File: src/hw/rtl/skf_pkg.sv
`default_nettype none
package skf_pkg;

  localparam int SAMPLE_W  = 12;
  localparam int EST_W     = 28;
  localparam int COV_W     = 26;
  localparam int NOISE_W   = 24;
  localparam int GAIN_W    = 25;
  localparam int FRAC_W    = 24;
  localparam int ERR_W     = EST_W + 1;
  localparam int DIV_STEPS = GAIN_W;
  localparam int DIV_CNT_W = $clog2(DIV_STEPS);
  localparam int CFG_IDX_W = 2;
  localparam int CFG_W     = NOISE_W;

  localparam logic [DIV_CNT_W-1:0] DIV_LAST = DIV_CNT_W'(DIV_STEPS - 1);

  localparam logic [CFG_IDX_W-1:0] REG_PROCESS_NOISE = 2'd0;
  localparam logic [CFG_IDX_W-1:0] REG_MEASURE_NOISE = 2'd1;

  localparam logic [NOISE_W-1:0] PROCESS_NOISE_RESET = 24'd1678;
  localparam logic [NOISE_W-1:0] MEASURE_NOISE_RESET = 24'd167772;
  localparam logic [COV_W-1:0]   COV_RESET           = 26'd16777216;
  localparam logic [GAIN_W-1:0]  GAIN_ONE            = 25'd16777216;

  // Product selected for the shared multiplier
  typedef enum logic [1:0] {
    MUL_K_ERR_LO   = 2'd0,
    MUL_K_ERR_HI   = 2'd1,
    MUL_OMK_COV_LO = 2'd2,
    MUL_OMK_COV_HI = 2'd3
  } mul_op_t;

  typedef enum logic [2:0] {
    ACC_NONE   = 3'd0,
    ACC_E_LOAD = 3'd1,
    ACC_E_ADD  = 3'd2,
    ACC_P_LOAD = 3'd3,
    ACC_P_ADD  = 3'd4
  } acc_op_t;

  typedef struct packed {
    logic    load;      // input beat taken
    logic    pred;      // form denominator, seed divider
    logic    div_step;
    logic    div_first;
    mul_op_t mul_op;
    acc_op_t acc_op;
    logic    update;    // commit state and fill output register
  } skf_cmd_t;

endpackage
`default_nettype wire

File: src/hw/rtl/skf_ctrl.sv
`default_nettype none
module skf_ctrl
  import skf_pkg::*;
(
  input  wire logic     clk,
  input  wire logic     rst,
  input  wire logic     in_valid,
  output logic          in_stall,
  output logic          out_valid,
  input  wire logic     out_stall,
  output skf_cmd_t      cmd
);

  typedef enum logic [8:0] {
    S_IDLE    = 9'b000000001,
    S_PRED    = 9'b000000010,
    S_DIV     = 9'b000000100,
    S_MUL_ELO = 9'b000001000,
    S_MUL_EHI = 9'b000010000,
    S_MUL_PLO = 9'b000100000,
    S_MUL_PHI = 9'b001000000,
    S_DRAIN   = 9'b010000000,
    S_UPDATE  = 9'b100000000
  } state_t;

  state_t               state, state_next;
  logic [DIV_CNT_W-1:0] div_cnt;
  logic                 out_free;

  assign in_stall = rst | (state != S_IDLE);
  assign out_free = !out_valid || !out_stall;

  always_comb begin
    state_next    = state;
    cmd           = '0;
    cmd.mul_op    = MUL_K_ERR_LO;
    cmd.acc_op    = ACC_NONE;
    case (state)
      S_IDLE: begin
        if (in_valid) begin
          cmd.load   = 1'b1;
          state_next = S_PRED;
        end
      end
      S_PRED: begin
        cmd.pred   = 1'b1;
        state_next = S_DIV;
      end
      S_DIV: begin
        cmd.div_step  = 1'b1;
        cmd.div_first = (div_cnt == '0);
        if (div_cnt == DIV_LAST) state_next = S_MUL_ELO;
      end
      S_MUL_ELO: begin
        cmd.mul_op = MUL_K_ERR_LO;
        state_next = S_MUL_EHI;
      end
      S_MUL_EHI: begin
        cmd.mul_op = MUL_K_ERR_HI;
        cmd.acc_op = ACC_E_LOAD;
        state_next = S_MUL_PLO;
      end
      S_MUL_PLO: begin
        cmd.mul_op = MUL_OMK_COV_LO;
        cmd.acc_op = ACC_E_ADD;
        state_next = S_MUL_PHI;
      end
      S_MUL_PHI: begin
        cmd.mul_op = MUL_OMK_COV_HI;
        cmd.acc_op = ACC_P_LOAD;
        state_next = S_DRAIN;
      end
      S_DRAIN: begin
        cmd.acc_op = ACC_P_ADD;
        state_next = S_UPDATE;
      end
      S_UPDATE: begin
        // hold until the output register can take the result
        if (out_free) begin
          cmd.update = 1'b1;
          state_next = S_IDLE;
        end
      end
      default: state_next = S_IDLE;
    endcase
  end

  always_ff @(posedge clk) begin
    if (rst) begin
      state     <= S_IDLE;
      div_cnt   <= '0;
      out_valid <= 1'b0;
    end else begin
      state <= state_next;
      if (cmd.pred) div_cnt <= '0;
      else if (cmd.div_step) div_cnt <= div_cnt + 1'b1;
      if (cmd.update) out_valid <= 1'b1;
      else if (!out_stall) out_valid <= 1'b0;
    end
  end

endmodule
`default_nettype wire

File: src/hw/rtl/skf_dpath.sv
`default_nettype none
module skf_dpath
  import skf_pkg::*;
(
  input  wire logic                 clk,
  input  wire logic                 rst,
  input  wire skf_cmd_t             cmd,
  input  wire logic                 cfg_write,
  input  wire logic [CFG_IDX_W-1:0] cfg_index,
  input  wire logic [CFG_W-1:0]     cfg_data,
  input  wire logic [SAMPLE_W-1:0]  sample,
  output logic [EST_W-1:0]          estimate,
  output logic [GAIN_W-1:0]         gain
);

  logic [NOISE_W-1:0]  process_noise;
  logic [NOISE_W-1:0]  measure_noise;
  logic [EST_W-1:0]    est_value;
  logic [COV_W-1:0]    est_covariance;

  logic [COV_W-1:0]    p_pred;
  logic [ERR_W-1:0]    err;
  logic [COV_W:0]      den;
  logic                den_zero;
  logic [COV_W:0]      rem;
  logic [GAIN_W-1:0]   quo;

  logic signed [42:0]  prod;
  logic signed [53:0]  acc_e;
  logic [49:0]         acc_p;

  logic [COV_W:0]      p_sum;
  logic [COV_W+1:0]    trial;
  logic                trial_ge;
  logic [GAIN_W-1:0]   k_eff;
  logic [GAIN_W-1:0]   omk;
  logic signed [25:0]  mul_a;
  logic signed [16:0]  mul_b;
  logic signed [53:0]  prod_ext;
  logic [EST_W+1:0]    est_sum;
  logic [EST_W-1:0]    est_value_next;
  logic [COV_W-1:0]    est_covariance_next;

  assign p_sum = {1'b0, est_covariance} + {3'b0, process_noise};

  // restoring divide: first step compares without shifting
  assign trial    = cmd.div_first ? {1'b0, rem} : {rem, 1'b0};
  assign trial_ge = trial >= {1'b0, den};

  assign k_eff = den_zero ? '0 : quo;
  assign omk   = GAIN_ONE - k_eff;

  always_comb begin
    case (cmd.mul_op)
      MUL_K_ERR_LO: begin
        mul_a = {1'b0, k_eff};
        mul_b = {1'b0, err[15:0]};
      end
      MUL_K_ERR_HI: begin
        mul_a = {1'b0, k_eff};
        mul_b = {{4{err[ERR_W-1]}}, err[ERR_W-1:16]};
      end
      MUL_OMK_COV_LO: begin
        mul_a = {1'b0, omk};
        mul_b = {1'b0, p_pred[15:0]};
      end
      MUL_OMK_COV_HI: begin
        mul_a = {1'b0, omk};
        mul_b = {7'b0, p_pred[COV_W-1:16]};
      end
      default: begin
        mul_a = '0;
        mul_b = '0;
      end
    endcase
  end

  assign prod_ext = {{11{prod[42]}}, prod};

  // x' = x + floor(K*e / 2^24); arithmetic shift gives the floor
  assign est_sum             = {2'b0, est_value} + acc_e[53:FRAC_W];
  assign est_value_next      = est_sum[EST_W-1:0];
  assign est_covariance_next = acc_p[FRAC_W+COV_W-1:FRAC_W];

  always_ff @(posedge clk) begin
    if (rst) begin
      process_noise  <= PROCESS_NOISE_RESET;
      measure_noise  <= MEASURE_NOISE_RESET;
      est_value      <= '0;
      est_covariance <= COV_RESET;
    end else begin
      if (cfg_write && cfg_index == REG_PROCESS_NOISE) process_noise <= cfg_data;
      if (cfg_write && cfg_index == REG_MEASURE_NOISE) measure_noise <= cfg_data;
      if (cmd.update) begin
        est_value      <= est_value_next;
        est_covariance <= est_covariance_next;
      end
    end
  end

  always_ff @(posedge clk) begin
    if (cmd.load) begin
      // saturate predicted covariance
      p_pred <= p_sum[COV_W] ? '1 : p_sum[COV_W-1:0];
      err    <= {1'b0, sample, 16'b0} - {1'b0, est_value};
    end
    if (cmd.pred) begin
      den      <= {1'b0, p_pred} + {3'b0, measure_noise};
      den_zero <= (p_pred == '0) && (measure_noise == '0);
      rem      <= {1'b0, p_pred};
    end
    if (cmd.div_step) begin
      // remainder stays below den, so it fits the denominator width
      rem <= trial_ge ? (trial[COV_W:0] - den) : trial[COV_W:0];
      quo <= {quo[GAIN_W-2:0], trial_ge};
    end
    prod <= mul_a * mul_b;
    case (cmd.acc_op)
      ACC_E_LOAD: acc_e <= prod_ext;
      ACC_E_ADD:  acc_e <= acc_e + {prod_ext[37:0], 16'b0};
      ACC_P_LOAD: acc_p <= {7'b0, prod};
      ACC_P_ADD:  acc_p <= acc_p + {prod[33:0], 16'b0};
      default: ;
    endcase
    if (cmd.update) begin
      estimate <= est_value_next;
      gain     <= k_eff;
    end
  end

endmodule
`default_nettype wire

File: src/hw/rtl/scalar_kalman_filter_core.sv
// A sample is taken only in idle; the core then runs the 25-step restoring
// divide for the gain and four passes through the shared 26x17 multiplier, and
// takes no new sample until the result is committed to a free output register.
// A finished result waits in the output register while the next sample runs.
// Reset (synchronous): estimate state 0, covariance 1.0, q and r to their defaults.
`default_nettype none
module scalar_kalman_filter_core
  import skf_pkg::*;
(
  input  wire logic                 clk,
  input  wire logic                 rst,
  input  wire logic                 cfg_write,
  input  wire logic [CFG_IDX_W-1:0] cfg_index,
  input  wire logic [CFG_W-1:0]     cfg_data,
  input  wire logic                 in_valid,
  output logic                      in_stall,
  input  wire logic [SAMPLE_W-1:0]  sample,
  output logic                      out_valid,
  input  wire logic                 out_stall,
  output logic [EST_W-1:0]          estimate,
  output logic [GAIN_W-1:0]         gain
);

  skf_cmd_t cmd;

  skf_ctrl u_ctrl (
    .clk       (clk),
    .rst       (rst),
    .in_valid  (in_valid),
    .in_stall  (in_stall),
    .out_valid (out_valid),
    .out_stall (out_stall),
    .cmd       (cmd)
  );

  skf_dpath u_dpath (
    .clk       (clk),
    .rst       (rst),
    .cmd       (cmd),
    .cfg_write (cfg_write),
    .cfg_index (cfg_index),
    .cfg_data  (cfg_data),
    .sample    (sample),
    .estimate  (estimate),
    .gain      (gain)
  );

endmodule
`default_nettype wire
File: config.mk
export PLATFORM = sky130hd
export DESIGN_NAME = scalar_kalman_filter_core
export DESIGN_NICKNAME = d
export VERILOG_FILES = /design/src/hw/rtl/skf_pkg.sv /design/src/hw/rtl/skf_ctrl.sv /design/src/hw/rtl/skf_dpath.sv /design/src/hw/rtl/scalar_kalman_filter_core.sv
export SDC_FILE = /design/constraint.sdc
export NUM_CORES = 2
export LEC_CHECK = 0
export BUFFER_PORTS_ARGS = -buffer_cell sky130_fd_sc_hd__buf_2
export CAP_MARGIN = 20
export CELL_PAD_IN_SITES_DETAIL_PLACEMENT = 1
export CELL_PAD_IN_SITES_GLOBAL_PLACEMENT = 2
export CORE_MARGIN = 5
export CORE_UTILIZATION = 30
export DETAILED_ROUTE_END_ITERATION = 16
export GPL_ROUTABILITY_DRIVEN = 0
export HOLD_SLACK_MARGIN = 0.05
export PLACE_DENSITY_LB_ADDON = 0.05
export REMOVE_ABC_BUFFERS = 1
export SYNTH_ARGS = -nofsm -noshare
export SYNTH_HDL_FRONTEND = slang
export SYNTH_SLANG_ARGS = --single-unit
File: constraint.sdc
create_clock -name clk -period 20.3 [get_ports clk]
set_input_delay 1.015 -clock clk [delete_from_list [all_inputs] [get_ports clk]]
set_output_delay 1.015 -clock clk [all_outputs]
set_load 0.005 [all_outputs]
# After elaboration in Yosys (flattened, before gate mapping)

Cells that the tools add are included.

Bits in registers: 452
Input port bits: 43
Output and inout bits: 55
Logic and storage cells: 94

Add/subtract/negate cells: 9
Multipliers: 1
Order comparisons: 1
Eq/ne operators: 23
Multiplexer cells: 23
Bitwise logic cells: 1
Reductions and logical operators: 18

Operator list:

| operator                                       | count |
|---|---|
| one-hot mux 54 bit (2 select lines)            | 1 |
| one-hot mux 50 bit (2 select lines)            | 1 |
| two-way mux 27 bit                             | 3 |
| one-hot mux 9 bit (9 select lines)             | 1 |
| one-hot mux 17 bit (4 select lines)            | 1 |
| adder 26 x 24 -> 27 bit                        | 2 |
| adder 54 bit                                   | 1 |
| one-hot mux 26 bit (2 select lines)            | 1 |
| adder 50 bit                                   | 1 |
| multiplier 26 x 17 -> 43 bit                   | 1 |
| subtractor 28 x 28 -> 29 bit                   | 1 |
| adder 28 bit                                   | 1 |
| >= comparator 28 x 27 -> 1 bit                 | 1 |
| two-way mux 28 bit                             | 1 |
| two-way mux 9 bit                              | 3 |
| subtractor 27 bit                              | 1 |
| zero test 26 bit                               | 1 |
| two-way mux 25 bit                             | 1 |
| subtractor 25 bit (first input constant)       | 1 |
| zero test 24 bit                               | 1 |
| one-hot mux 3 bit (4 select lines)             | 1 |
| == test 9 x 1 -> 1 bit (second input constant) | 1 |
| == test 9 x 2 -> 1 bit (second input constant) | 1 |
| == test 9 x 3 -> 1 bit (second input constant) | 1 |
| 28 further kinds                               | 47 |

# Longest topological paths before layout

Depth after elaboration: 6
Mapped depth: 37

# Hierarchy

From an unflattened synthesis, not the netlist that was laid out.

Cell total of the unflattened synthesis: 4,278
Area, all modules: 39,246.4 µm²

Modules (own cells, without submodules):

| module    | instances | cells each | area an instance (µm²) | seq. area each (µm²) |
|---|---|---|---|---|
| skf_dpath | 1         | 4,173      | 38,358.0               | 10,650.2 |
| skf_ctrl  | 1         | 105        | 888.4                  | 300.3 |

# Worst setup path before layout

No wires, ideal clock.

Kind: register to register
Start: register u_dpath.den_zero
End: register u_dpath.prod[40]
Library setup time: 140 ps
Arrival: 8,127 ps
Path slack: 12,033 ps
Cell stages (with the launch flop): 32
Path buffers: 3
Period minus slack after synthesis: 8,267 ps
Cells stage by stage: edfxtp_1 buf_2 buf_1 inv_1 nand2_1 clkbuf_1 ha_1 o21ai_0 or2_2 o31ai_1 xor2_1 nor2_1 fa_1 inv_1 fa_1 fa_1 inv_1 fa_1 fa_1 inv_1 fa_1 inv_1 ha_1 and3_1 and3_1 a31oi_1 nand3_1 a311oi_1 o21ai_1 o211ai_1 mux2i_1 o311ai_0

Word-level cells in the longest chain between the ends: 4

RTL lines:

| element                               | RTL line         | text |
|---|---|---|
| from (decl)                           | skf_dpath.sv:24  | `logic den_zero;` |
| from (signal assigned)                | skf_dpath.sv:109 | `den_zero <= (p_pred == '0) && (measure_noise == '0);` |
| two-way mux 25 bit *                  | skf_dpath.sv:50  | `assign k_eff = den_zero ? '0 : quo;` |
| subtractor 25 bit                     | skf_dpath.sv:51  | `assign omk = GAIN_ONE - k_eff;` |
| one-hot mux 26 bit (2 select lines) * | skf_dpath.sv:54  | `case (cmd.mul_op)` |
| multiplier 26 x 17 -> 43 bit *        | skf_dpath.sv:117 | `prod <= mul_a * mul_b;` |
| to (signal assigned)                  | skf_dpath.sv:117 |  |
| to (decl)                             | skf_dpath.sv:28  | `logic signed [42:0] prod;` |

Every way passes the cells marked *; elsewhere a longest branch is shown, timed or not. The select of a mux whose other input is x is not followed.
A chain may end at the register's enable or synchronous reset.

# Final worst setup path

Ends and elaborated chain as after synthesis.

==> results.sh <==
export IMPL_status="complete, no violations"
export IMPL_cts_tree="yes"
export IMPL_rows=132
export IMPL_ctsHoldBuffers=0
export IMPL_die_area_mm2=0.137
export IMPL_nets=5115
export IMPL_synth_area_leaders="edfxtp_1 20%, fa_1 18%, ha_1 11%, dfxtp_1 8.2%, nand2_1 6.0%"
export IMPL_yosys_register_bits=418
export IMPL_drt_initial_drc_count=1702
export IMPL_setup_worst_path_class="flop to flop"
export IMPL_hold_class="flop to flop"
export IMPL_drive_gt1_share_pct=7.51
export IMPL_cts_sinks=418
export IMPL_synth_top_area_share_pct=19.9
export IMPL_grt_max_degree=71
export IMPL_yosys_warnings=0
export IMPL_synth_area_mm2=0.0390
export IMPL_skew_ps=49.2
export IMPL_core_area_mm2=0.129
export IMPL_clkLatencyLatePin_ps=670
export IMPL_critPathLaunchType="flop"
export IMPL_final_cell_mix="623 x nand2_1, 520 x inv_1, 387 x nor2_1, 350 x fa_1, 328 x ha_1"
export IMPL_async_reset_ff_share_pct=0
export IMPL_arrival_ps=10610
export IMPL_grt_first_pass_wirelength_um=219000
export IMPL_period_share_pct=49.7
export IMPL_syn_inst=4320
export IMPL_slew_limit_headroom_pct=22.7
export IMPL_synth_ff_type="edfxtp_1"
export IMPL_root_buffer="clkbuf_16"
export IMPL_drt_drc_violations_left=0
export IMPL_seq_area_frac_synth_pct=28.1
export IMPL_cp_common_cell="fa_1"
export IMPL_setup_viol=0
export IMPL_whs_ps=446
export IMPL_worstMarginPinSlew_ps=1160
export IMPL_highest_layer="met4"
export IMPL_synth_edff_count=258
export IMPL_cts_resized=0
export IMPL_die_h_um=370
export IMPL_synth_area_leader_cell="edfxtp_1"
export IMPL_cts_post_setup_buffers_inserted=0
export IMPL_maxCapViolCount=0
export IMPL_crit_fanout=30
export IMPL_ant_nets=0
export IMPL_start_util_pct=30.1
export IMPL_vias_per_cell=4.97
export IMPL_crit_path_top_delay_cell="o22ai_1"
export IMPL_clk_pin_slew_worst_paths_ps=60
export IMPL_max_freq_mhz=99.2
export IMPL_wl_met1_um=73900
export IMPL_clock_path_buffers=3
export IMPL_fillers=14886
export IMPL_vias=30714
export IMPL_worstPathRequired_ps=20830
export IMPL_h_tree_depth=2
export IMPL_numCtsBuffers=53
export IMPL_rsz0062_at_grt="no"
export IMPL_synth_cell_types=86
export IMPL_syn_to_final_growth_pct=12.1
export IMPL_slew_violations=0
export IMPL_die_x_um=370
export IMPL_drt_first_pass_iters=5
export IMPL_io_pins=98
export IMPL_worstSetupEndpointType="flop"
export IMPL_antenna_found_initial=9
export IMPL_io_buffers=97
export IMPL_track_usage_pct=21.4
export IMPL_worst_slack_ps=10220
export IMPL_drt_wl_total_um=147000
export IMPL_dp_hpwl_um=118000
export IMPL_grt_overflow=0
export IMPL_final_common_cell="nand2_1"
export IMPL_route_met2_wl_um=64700
export IMPL_finalCriticalPeriod_ps=10080
export IMPL_finalHoldViolCount=0
export IMPL_max_stage_delay_ps=900
export IMPL_grt_pass1_vias=32279
export IMPL_syn_avg_cell_area_um2=9.02
export IMPL_avgRoutedWirePerCell_um=23.9
export IMPL_place_ws_ps=10230
export IMPL_setup_tns_ps=0
export IMPL_wl_met3_um=5340
-- worst paths after layout --
kind                                                  from                         to  slack, ps  depth (start not counted)
worst max-delay path            u_dpath.den_zero$_DFFE_PP_   u_dpath.prod[40]$_DFF_P_      10220                         31
worst max register to register  u_dpath.den_zero$_DFFE_PP_   u_dpath.prod[40]$_DFF_P_      10220                         31
worst min register to register   u_dpath.quo[12]$_DFFE_PN_  u_dpath.quo[13]$_DFFE_PN_        450                          0
worst min-delay path             u_dpath.quo[12]$_DFFE_PN_  u_dpath.quo[13]$_DFFE_PN_        450                          0
-- per-stage QoR --
step                      instance area (um2)  util, %  cells
after floorplan                         38400        -   4168
after global placement                  41700     32.3   6074
after detailed placement                41800     32.3   6079
after CTS                               43600     33.7   6177
after global routing                    43700     33.8   6179
final                                   43700     33.8   6180
-- critical path, delay by kind of cell, from the launching register on --
kind | cells | cell delay, ps
adder cells (fa/ha/maj) | 8 | 3720
buffers and inverters | 5 | 670
AO/OA/AOI/OAI | 9 | 2850
flip-flops | 1 | 330
AND/OR/NAND/NOR | 8 | 2190
multiplexers | 1 | 210
-- kinds of logic after synthesis --
family          synth area share [%]
fa+ha+maj                       28.5
simple gates                    16.0
mux                             1.73
flops                           28.1
buf+inv                         6.54
xor+xnor                        5.53
compound gates                  13.6
-- metal layers --
metal / vias to the layer above / track usage (%)
met5: - / 0
met4: 0 / 5.14
met3: 128 / 2.42
met2: 439 / 33.3
met1: 15445 / 31.8
li1: 14702 / -
-- registers in the layout (all words and copies together) (netlist names), 27 cells and up --
register / flops
u_dpath.den: 27
u_dpath.acc_e: 36
u_dpath.est_value: 28
u_dpath.estimate: 28
u_dpath.err: 29
u_dpath.rem: 27
u_dpath.acc_p: 34
u_dpath.prod: 43
-- cell usage after synthesis (all sizes together), types with 28 or more instances --
master,count
a21o,125
nand2,624
edfxtp,258
xnor2,139
ha,328
mux2i,31
o21a,31
inv,521
nand3,52
clkbuf,135
nor3,41
dfxtp,160
nor2,388
xor2,107
o21ai,207
nand4,28
fa,350
a21oi,271
mux2,32
a31oi,32
nor2b,48
nand2b,41
-- cell type report --
cell class              instances  area (um2)  share of cell area, %
repair buffers                171        1110                   2.54
multi-input cells            3229       25600                   58.7
inverters                     521        1960                   4.48
clock inverters                31         369                  0.845
flip-flops and latches        418       11000                   25.1
well taps                    1742        2180                   4.99
clock buffers                  67        1470                   3.37
diodes                          1        2.50                0.00573
Power is left out: the tool's default activity adds up to more than one toggle a clock period on the data nets, which glitch-free logic cannot reach.
